==> src/design/crs_pkg.sv <==
// ----------------------------------------------------------------------------
// crs_pkg: shared definitions for the CAN receive supervisor
// Command, status, state and ID codes, the supervisor state record, and
// the helpers that count error events against it.
// ----------------------------------------------------------------------------
package crs_pkg;

  // Item kinds carried on the input tuser
  localparam logic [1:0] CMD_FRAME    = 2'd0;
  localparam logic [1:0] CMD_CTRL_ERR = 2'd1;
  localparam logic [1:0] CMD_TX_FAIL  = 2'd2;

  // Frame status codes
  localparam logic [1:0] FS_ACCEPTED = 2'd0;
  localparam logic [1:0] FS_IGNORED  = 2'd1;
  localparam logic [1:0] FS_CHECKSUM = 2'd2;
  localparam logic [1:0] FS_STUCK    = 2'd3;

  // Node state codes
  localparam logic [7:0] ST_OFF          = 8'h01;
  localparam logic [7:0] ST_EMERGENCY    = 8'h08;
  localparam logic [7:0] ST_MOTOR_ERR    = 8'h10;
  localparam logic [7:0] ST_CENTRAL_DOWN = 8'h20;
  localparam logic [7:0] ST_BROKEN       = 8'h40;

  // Frame identifiers
  localparam logic [10:0] ID_MOTOR_ERR = 11'h001;
  localparam logic [10:0] ID_EMERGENCY = 11'h002;
  localparam logic [10:0] ID_STATUS    = 11'h004;
  localparam logic [10:0] ID_LOCAL_A   = 11'h010;
  localparam logic [10:0] ID_LOCAL_B   = 11'h040;
  localparam logic [10:0] ID_HW        = 11'h7FF;

  // Configuration registers
  localparam int CFG_IDX_W = 1;
  localparam logic [CFG_IDX_W-1:0] CFG_ERROR_LIMIT = 1'd0;
  localparam logic [CFG_IDX_W-1:0] CFG_STUCK_LIMIT = 1'd1;
  localparam logic [7:0] ERROR_LIMIT_RST = 8'd20;
  localparam logic [7:0] STUCK_LIMIT_RST = 8'd5;

  typedef struct packed {
    logic [7:0] node_state;
    logic [7:0] last_alive;
    logic [7:0] stuck_cnt;
    logic [7:0] central_cnt;
    logic [7:0] local_cnt;
    logic       bus_stopped;
  } sup_t;

  function automatic logic [7:0] sat_inc(input logic [7:0] v);
    return (v == 8'hFF) ? v : v + 8'd1;
  endfunction

  // Count one error event against an ID; hw marks a controller hardware error
  function automatic sup_t err_event(input sup_t s, input logic [10:0] id,
                                     input logic hw, input logic [7:0] limit);
    sup_t r;
    r = s;
    if (id == ID_LOCAL_A || id == ID_LOCAL_B) begin
      r.local_cnt = sat_inc(s.local_cnt);
      if (r.local_cnt >= limit) begin
        r.bus_stopped = 1'b1;
        r.node_state  = ST_BROKEN;
      end
    end else if (id == ID_STATUS) begin
      r.central_cnt = sat_inc(s.central_cnt);
      if (r.central_cnt >= limit) begin
        r.node_state = ST_CENTRAL_DOWN;
      end
    end else if (id == ID_HW && hw) begin
      r.bus_stopped = 1'b1;
      r.node_state  = ST_BROKEN;
    end
    return r;
  endfunction

endpackage

==> src/design/can_rx_supervisor.sv <==
// ----------------------------------------------------------------------------
// can_rx_supervisor: CAN receive frame and error event supervisor
// Checks received frames (checksum, alive counter), tracks node state and
// error counts, and stops the bus on local errors at the limit or hw errors.
// ----------------------------------------------------------------------------
//
//  channel | direction | word                                   | handshake
//  --------+-----------+----------------------------------------+-------------
//  in_     | sink      | tuser kind, tdata frame/error fields   | tvalid/tready
//  out_    | source    | tdata state, status and request flags  | tvalid/tready
//  cfg_    | sink      | register index and value               | cfg_wr_en
//
// Each word passes from the input register through the update logic into
// the result register. The supervisor state updates at the edge that loads
// the result, so the next word sees it; one word per cycle is sustained
// while the output is not stalled. Reset clears the state, the valid flags
// and restores both limits. A stalled result holds the pipeline; an empty
// input register takes one more word while the result waits, then in_tready
// drops until the result drains.
//
module can_rx_supervisor (
  input  logic                          clk,
  input  logic                          rst_n,
  input  logic                          in_tvalid,
  output logic                          in_tready,
  // [10:0] frame_id, [11] extended_id, [15:12] length_code, [79:16] payload,
  // [80] bus_off_err, [81] ack_err, [82] fifo_overflow_err, [87:83] zero
  input  logic [87:0]                   in_tdata,
  // [1:0] command
  input  logic [1:0]                    in_tuser,
  output logic                          out_tvalid,
  input  logic                          out_tready,
  // [7:0] node_state, [8] bus_stopped, [10:9] frame_status,
  // [11] heartbeat_refresh, [12] flush_fifo, [15:13] zero
  output logic [15:0]                   out_tdata,
  input  logic                          cfg_wr_en,
  input  logic [crs_pkg::CFG_IDX_W-1:0] cfg_addr,
  input  logic [7:0]                    cfg_wdata
);

  // Configuration
  logic [7:0] err_limit_r;
  logic [7:0] stuck_limit_r;

  // Input register
  logic        s1_valid_r;
  logic [1:0]  cmd_r;
  logic [10:0] id_r;
  logic        ext_r;
  logic [3:0]  dlc_r;
  logic [63:0] pl_r;
  logic        bof_r;
  logic        ack_r;
  logic        fov_r;

  // Supervisor state
  crs_pkg::sup_t sup_r;
  crs_pkg::sup_t sup_nxt;

  // Result register
  logic       out_valid_r;
  logic [7:0] out_state_r;
  logic       out_stopped_r;
  logic [1:0] out_status_r;
  logic       out_hb_r;
  logic       out_flush_r;

  logic       out_free;
  logic       advance;
  logic       in_fire;
  logic [7:0] sum;
  logic [7:0] alive;
  logic [1:0] status_nxt;
  logic       hb_nxt;
  logic       flush_nxt;

  // The result register is free when empty or being drained this cycle
  assign out_free  = !out_valid_r || out_tready;
  assign advance   = s1_valid_r && out_free;
  assign in_tready = !s1_valid_r || out_free;
  assign in_fire   = in_tvalid && in_tready;

  // Additive checksum over bytes 0..6, modulo 256
  assign sum = ((pl_r[7:0] + pl_r[15:8]) + (pl_r[23:16] + pl_r[31:24]))
             + ((pl_r[39:32] + pl_r[47:40]) + pl_r[55:48]);
  assign alive = pl_r[55:48];

  always_comb begin
    sup_nxt    = sup_r;
    status_nxt = crs_pkg::FS_IGNORED;
    hb_nxt     = 1'b0;
    flush_nxt  = 1'b0;
    case (cmd_r)
      crs_pkg::CMD_FRAME: begin
        // Drop frames while the bus is stopped and all extended frames
        if (!sup_r.bus_stopped && !ext_r) begin
          if (sum != pl_r[63:56]) begin
            sup_nxt    = crs_pkg::err_event(sup_r, id_r, 1'b0, err_limit_r);
            status_nxt = crs_pkg::FS_CHECKSUM;
          end else if (id_r == crs_pkg::ID_MOTOR_ERR || id_r == crs_pkg::ID_EMERGENCY ||
                       id_r == crs_pkg::ID_STATUS) begin
            if (alive == sup_r.last_alive) begin
              sup_nxt.stuck_cnt = crs_pkg::sat_inc(sup_r.stuck_cnt);
            end else begin
              sup_nxt.stuck_cnt  = 8'd0;
              sup_nxt.last_alive = alive;
            end
            if (alive == sup_r.last_alive && sup_nxt.stuck_cnt > stuck_limit_r) begin
              sup_nxt    = crs_pkg::err_event(sup_nxt, id_r, 1'b0, err_limit_r);
              status_nxt = crs_pkg::FS_STUCK;
            end else begin
              status_nxt = crs_pkg::FS_ACCEPTED;
              hb_nxt     = 1'b1;
              if (id_r == crs_pkg::ID_MOTOR_ERR) begin
                sup_nxt.node_state = crs_pkg::ST_MOTOR_ERR;
              end else if (id_r == crs_pkg::ID_EMERGENCY) begin
                sup_nxt.node_state = crs_pkg::ST_EMERGENCY;
              end else begin
                // Status frame: load state on full length, clear central errors
                if (dlc_r == 4'd8) begin
                  sup_nxt.node_state = pl_r[7:0];
                end
                sup_nxt.central_cnt = 8'd0;
              end
            end
          end
        end
      end
      crs_pkg::CMD_CTRL_ERR: begin
        if (bof_r) begin
          sup_nxt = crs_pkg::err_event(sup_nxt, crs_pkg::ID_HW, 1'b1, err_limit_r);
        end
        if (ack_r) begin
          sup_nxt.central_cnt = crs_pkg::sat_inc(sup_nxt.central_cnt);
        end
        flush_nxt = fov_r;
        // A report with no flag set is treated as a hardware error
        if (!bof_r && !ack_r && !fov_r) begin
          sup_nxt = crs_pkg::err_event(sup_nxt, crs_pkg::ID_HW, 1'b1, err_limit_r);
        end
      end
      crs_pkg::CMD_TX_FAIL: begin
        if (!sup_r.bus_stopped) begin
          sup_nxt = crs_pkg::err_event(sup_r, id_r, 1'b0, err_limit_r);
        end
      end
      default: begin
        sup_nxt = sup_r;
      end
    endcase
  end

  // Configuration registers
  always_ff @(posedge clk) begin
    if (!rst_n) begin
      err_limit_r   <= crs_pkg::ERROR_LIMIT_RST;
      stuck_limit_r <= crs_pkg::STUCK_LIMIT_RST;
    end else if (cfg_wr_en) begin
      case (cfg_addr)
        crs_pkg::CFG_ERROR_LIMIT: err_limit_r   <= cfg_wdata;
        crs_pkg::CFG_STUCK_LIMIT: stuck_limit_r <= cfg_wdata;
        default: begin
          err_limit_r <= err_limit_r;
        end
      endcase
    end
  end

  // Input register: load on accept, empty when the word moves on
  always_ff @(posedge clk) begin
    if (!rst_n) begin
      s1_valid_r <= 1'b0;
    end else if (in_fire) begin
      s1_valid_r <= 1'b1;
    end else if (advance) begin
      s1_valid_r <= 1'b0;
    end
  end

  always_ff @(posedge clk) begin
    if (in_fire) begin
      cmd_r <= in_tuser;
      id_r  <= in_tdata[10:0];
      ext_r <= in_tdata[11];
      dlc_r <= in_tdata[15:12];
      pl_r  <= in_tdata[79:16];
      bof_r <= in_tdata[80];
      ack_r <= in_tdata[81];
      fov_r <= in_tdata[82];
    end
  end

  // Supervisor state: update as each word passes into the result register
  always_ff @(posedge clk) begin
    if (!rst_n) begin
      sup_r.node_state  <= crs_pkg::ST_OFF;
      sup_r.last_alive  <= 8'd0;
      sup_r.stuck_cnt   <= 8'd0;
      sup_r.central_cnt <= 8'd0;
      sup_r.local_cnt   <= 8'd0;
      sup_r.bus_stopped <= 1'b0;
    end else if (advance) begin
      sup_r <= sup_nxt;
    end
  end

  // Result register
  always_ff @(posedge clk) begin
    if (!rst_n) begin
      out_valid_r <= 1'b0;
    end else if (out_free) begin
      out_valid_r <= s1_valid_r;
    end
  end

  always_ff @(posedge clk) begin
    if (advance) begin
      out_state_r   <= sup_nxt.node_state;
      out_stopped_r <= sup_nxt.bus_stopped;
      out_status_r  <= status_nxt;
      out_hb_r      <= hb_nxt;
      out_flush_r   <= flush_nxt;
    end
  end

  assign out_tvalid = out_valid_r;
  assign out_tdata  = {3'b000, out_flush_r, out_hb_r, out_status_r, out_stopped_r,
                       out_state_r};

  // Once stopped, the bus stays stopped until reset
  a_stop_sticky: assert property (@(posedge clk) disable iff (!rst_n)
    sup_r.bus_stopped |=> sup_r.bus_stopped)
    else $error("bus_stopped cleared without reset");

  // A reported stop is always reflected in the held state
  a_stop_state: assert property (@(posedge clk) disable iff (!rst_n)
    (out_valid_r && out_stopped_r) |-> sup_r.bus_stopped)
    else $error("result reports stop but state is running");

  // Heartbeat refresh only on an accepted frame
  a_hb_accepted: assert property (@(posedge clk) disable iff (!rst_n)
    (out_valid_r && out_hb_r) |-> (out_status_r == crs_pkg::FS_ACCEPTED))
    else $error("heartbeat refresh without accepted frame");

  // Flush only on a non-frame report, which always reads as ignored
  a_flush_ignored: assert property (@(posedge clk) disable iff (!rst_n)
    (out_valid_r && out_flush_r) |-> (out_status_r == crs_pkg::FS_IGNORED && !out_hb_r))
    else $error("flush request on a frame result");

  // A word in the input register is not lost while the result is stalled
  a_hold_stage: assert property (@(posedge clk) disable iff (!rst_n)
    (s1_valid_r && !out_free) |=> (s1_valid_r && $stable(pl_r) && $stable(cmd_r)))
    else $error("input register lost a word during stall");

endmodule

==> config.mk <==
export PLATFORM = sky130hd
export DESIGN_NAME = can_rx_supervisor
export DESIGN_NICKNAME = d
export VERILOG_FILES = /design/src/design/crs_pkg.sv /design/src/design/can_rx_supervisor.sv
export SDC_FILE = /design/constraint.sdc
export NUM_CORES = 1
export LEC_CHECK = 0
export BUFFER_PORTS_ARGS = -buffer_cell sky130_fd_sc_hd__buf_2
export CAP_MARGIN = 20
export CORE_UTILIZATION = 50
export DETAILED_ROUTE_END_ITERATION = 6
export PLACE_DENSITY = 0.73
export SLEW_MARGIN = 25
export SYNTH_ARGS = -nofsm -noshare
export SYNTH_HDL_FRONTEND = slang
export SYNTH_SLANG_ARGS = --single-unit
export TNS_END_PERCENT = 5
==> constraint.sdc <==
create_clock -name clk -period 11.55 [get_ports clk]
set_input_delay 1.155 -clock clk [delete_from_list [all_inputs] [get_ports clk]]
set_output_delay 1.155 -clock clk [all_outputs]
set_load 0.01 [all_outputs]
==> summary by stage <==
Logic synthesis
The cell count after synthesis came out at 791. The post-synthesis cell area is 8561 sq um. The share of synthesized area in the top cell type comes to 0.3438. Ranked by total cell area, the synthesized netlist is headed by sky130_fd_sc_hd__edfxtp_1, sky130_fd_sc_hd__dfxtp_1, sky130_fd_sc_hd__fa_1.

The netlist uses 71 different library cells. For this run, asynchronously set or reset flops after synthesis account for 0. The share of synthesized area occupied by flip-flops and latches is 0.4817. The mean cell area of the mapped netlist is 10.82 sq um. The number of synthesized flops with an enable pin is 98. The synthesized design contains 157 register bits.

The Yosys step of the flow raised 0 warnings. The top cell type by total area after synthesis is sky130_fd_sc_hd__edfxtp_1. Among all flip-flop cells after synthesis, the most frequent one is sky130_fd_sc_hd__edfxtp_1.

Floorplanning
The number of I/O pins is 122. The die boundary width is 132.9 microns. The height of the die is 132.9 microns.

The area of the placeable core is between 15,000 and 20,000 sq um. The floorplan row count is 47. The floorplan step defined a die boundary enclosing about 18,000 sq um. For this configuration, the core starts out at a cell density of 0.5144.

Critical path
Across all register-to-register paths, the minimum setup slack is 5.70 ns. The kind of cell with the highest combined delay along the critical path is adder cells. Traced cell by cell, the critical path runs through fa_1 -> inv_1 -> fa_1 -> fa_1 -> inv_1 -> ha_1 -> ha_1 -> fa_1 -> a21o_1 -> a21oi_1 -> xnor2_1 -> a2111oi_2 -> and3_1 -> and3_1 -> nand3_1 -> a21oi_1. The master of the slowest instance on the critical path is sky130_fd_sc_hd__and3_1.

In this run the number of cells on the critical path is 16. The worst setup path is captured at a flip-flop. By startpoint and endpoint, the worst setup path is classified as flip-flop to flip-flop. By instance count, the cell type seen most on the critical path is sky130_fd_sc_hd__fa_1.

The depth of the most critical reg-to-reg path is 16. The nature of the critical path startpoint is a flip-flop. The delay of the slowest cell on the worst path is 0.70 ns. The critical path data required time is 11.91 ns. The critical path buffer and inverter count is 2. The data arrival time of the critical path is around 6.2 ns.

The worst-path maximum fanout is 16.

Drt
The post-route DRC violation count is 0. For this run, the detailed router's first-pass iteration total came to 6. The count of routing violations after the opening detailed-route iteration is 506. Dividing the detail-routed via count by the number of cells gives 5.517. The total routed wirelength is 17.90 mm. The routed layout has a little over 6,000 vias.

In the final routed layout, each cell accounts on average for 15.84 microns. In this run the remaining antenna-violating nets after routing total 0.

Status
The run finished with clean final reports.

Placement
Once placement completed, the tool counted placed cells totaling 1,097. The final RePlAce weighted congestion is 0.8661. The half-perimeter wire length after detailed placement is 13.16 mm. The total of buffers placed on input and output ports is 113.

Timing
The relative max-transition margin is 0.4913. The number of hold violations in the final report came to 0. In the finished design, the share of the clock period the worst path needs comes to 0.5062.

Setup violations remaining at the end of the flow were counted as 0. Setup total negative slack on the finished layout was measured at 0 ns. The number of pins exceeding their max-slew limit in the final report is 0.

Setup repair after global routing left no endpoint under its margin. The final critical delay including setup and external delays is 5.847 ns. For the pin with the worst max-slew slack, the measured transition is 0.7622 ns. The final clock skew is ~0.011 ns. The maximum achievable frequency is 0.1710 GHz.

Global route
The first global-routing pass estimated 29.48 mm of wire. Entering global routing, the biggest net connects 86 pins. The number of global-route vias before repair is slightly above 6,000.

The total overflow reported by the global router is 0. The initial antenna violation count is 2. The total track usage is 0.2149.

CTS
The insertion delay of the later-clocked pin in the worst-skew pair is around 0.43 ns. In this run, post-CTS hold repair placed 0 buffers. The clock tree synthesis step divided the H-tree into 4 levels. The total clock sinks is between 150 and 200. The number of setup buffers added after CTS is 0. The number of CTS-inserted buffers is 17. The post-cts repair resize count is 0. The clock root buffer is sky130_fd_sc_hd__clkbuf_16. TritonCTS built the clock tree. Clock-pin slew was measured on the worst setup and hold paths at 0.06 ns.

The clock passes through at most 2 buffers.

Power
Summed over all cells, the static leakage comes to slightly below 4 nW. Across the VDD grid, the largest voltage drop is 0.0001102 V. In this run the power density over the cells is 163.4 nW/um^2.

Run
Across the run, the number of max-cap violations was 0.

Final layout
The number of nets in the finished design is 1,072. The final standard cell count with taps included and fillers excluded is 1,130. The utilization after layout is 0.5917. The share of layout cells above drive strength 1 is 0.1793.

Compared with the post-synthesis result, the final layout area differs by 15.02%.

Hold path
The worst hold path was traced through 2 stages. The worst hold path belongs to the class flip-flop to flip-flop.
[placed cells by master, fill, tap and decap left out, types with 7 or more instances in the layout]
cell type,count
sky130_fd_sc_hd__buf_2,113
sky130_fd_sc_hd__edfxtp_1,98
sky130_fd_sc_hd__inv_1,71
sky130_fd_sc_hd__nand2_1,67
sky130_fd_sc_hd__dfxtp_1,59
sky130_fd_sc_hd__a21oi_1,57
sky130_fd_sc_hd__nor2_1,49
sky130_fd_sc_hd__ha_1,40
sky130_fd_sc_hd__o21ai_0,39
sky130_fd_sc_hd__fa_1,32
sky130_fd_sc_hd__nand3_1,31
sky130_fd_sc_hd__xnor2_1,23
sky130_fd_sc_hd__clkbuf_16,17
sky130_fd_sc_hd__xor2_1,16
sky130_fd_sc_hd__nand2b_1,16
sky130_fd_sc_hd__nand4_1,11
sky130_fd_sc_hd__o2111ai_1,9
sky130_fd_sc_hd__a31oi_1,9
sky130_fd_sc_hd__and3_1,7
sky130_fd_sc_hd__o211ai_1,7
[cell families after synthesis]
logic type                 after synthesis  share of synthesized area
DFF                                    157                     0.4817
adders and majority gates               72                     0.1333
buffers and inverters                  102                    0.05218
xor gates and xnor gates                42                    0.04779
AOI/OAI and AO/OA                      190                     0.1494
other                                    1                  0.0004380
muxes                                    8                   0.009792
and+or+nand+nor                        219                     0.1254
[sequential cells by signal (all words and copies together) (netlist names), 2 cells and up]
signal         flops
id_r              11
out_state_r        8
err_limit_r        8
dlc_r              4
cmd_r              2
pl_r              64
sup_r             41
out_status_r       2
stuck_limit_r      8
[worst paths after layout]
kind,start,end
worst max-delay path,pl_r[1],sup_r[26]
worst min-delay path,stuck_limit_r[6],stuck_limit_r[6]
worst max register to register,pl_r[1],sup_r[26]
worst min register to register,stuck_limit_r[6],stuck_limit_r[6]
[where the power goes]
group / internal [W] / switching, W
registers: 0.000624 / 0.0000151
clock network: 0.000323 / 0.000236
logic: 0.000177 / 0.000235
total: 0.00112 / 0.000486
[synth_stat cells, drive strengths merged, types with 16 or more instances]
master / number
nand3: 31
xor2: 16
xnor2: 23
buf: 18
a21oi: 57
nand2: 67
ha: 40
dfxtp: 59
o21ai: 43
nor2: 49
edfxtp: 98
fa: 32
nand2b: 16
inv: 71
[final cells by class]
type	instances	area [sq um]
clock buffer	18	429.2
clock inverter	14	158.9
inverter	71	266.5
fill	1383	6795
sequential	157	4124
timing repair buffer	115	584.3
antenna	1	2.502
tap	220	275.3
multi-input combinational	534	4006
[worst reg2reg max path, cell delays in order (launching register included)]
cell and delay, ns:
sky130_fd_sc_hd__edfxtp_1 0.47, sky130_fd_sc_hd__fa_1 0.56, sky130_fd_sc_hd__inv_1 0.06, sky130_fd_sc_hd__fa_1 0.45, sky130_fd_sc_hd__fa_1 0.50, sky130_fd_sc_hd__inv_1 0.05
sky130_fd_sc_hd__ha_1 0.29, sky130_fd_sc_hd__ha_1 0.23, sky130_fd_sc_hd__fa_1 0.47, sky130_fd_sc_hd__a21o_1 0.17, sky130_fd_sc_hd__a21oi_1 0.22, sky130_fd_sc_hd__xnor2_1 0.13
sky130_fd_sc_hd__a2111oi_2 0.45, sky130_fd_sc_hd__and3_1 0.71, sky130_fd_sc_hd__and3_1 0.68, sky130_fd_sc_hd__nand3_1 0.19, sky130_fd_sc_hd__a21oi_1 0.17
[stage by stage]
stage | worst slack, ns | cell area (sq um) | hold slack [ns] | total power (W)
3_3_place_gp | 5.831 | 9246 | 0.4384 | 0.001043
2_1_floorplan | 6.655 | 8568 | 0.4319 | 0.0009617
3_5_place_dp | 5.709 | 9246 | 0.4467 | 0.001054
5_1_grt | 5.409 | 9847 | 0.4780 | 0.001693
6_report | 5.703 | 9847 | 0.4560 | 0.001609
4_1_cts | 5.706 | 9834 | 0.4558 | 0.001620
[layer usage]
metal  GRT usage  vias up  part of all wire
li1            -     3042                 -
met1      0.2849     2959              0.45
met2      0.3482      196              0.48
met3     0.04559       37             0.051
met4     0.07663        0             0.019
met5           0        -                 0
(Power assumes the default switching activity.)
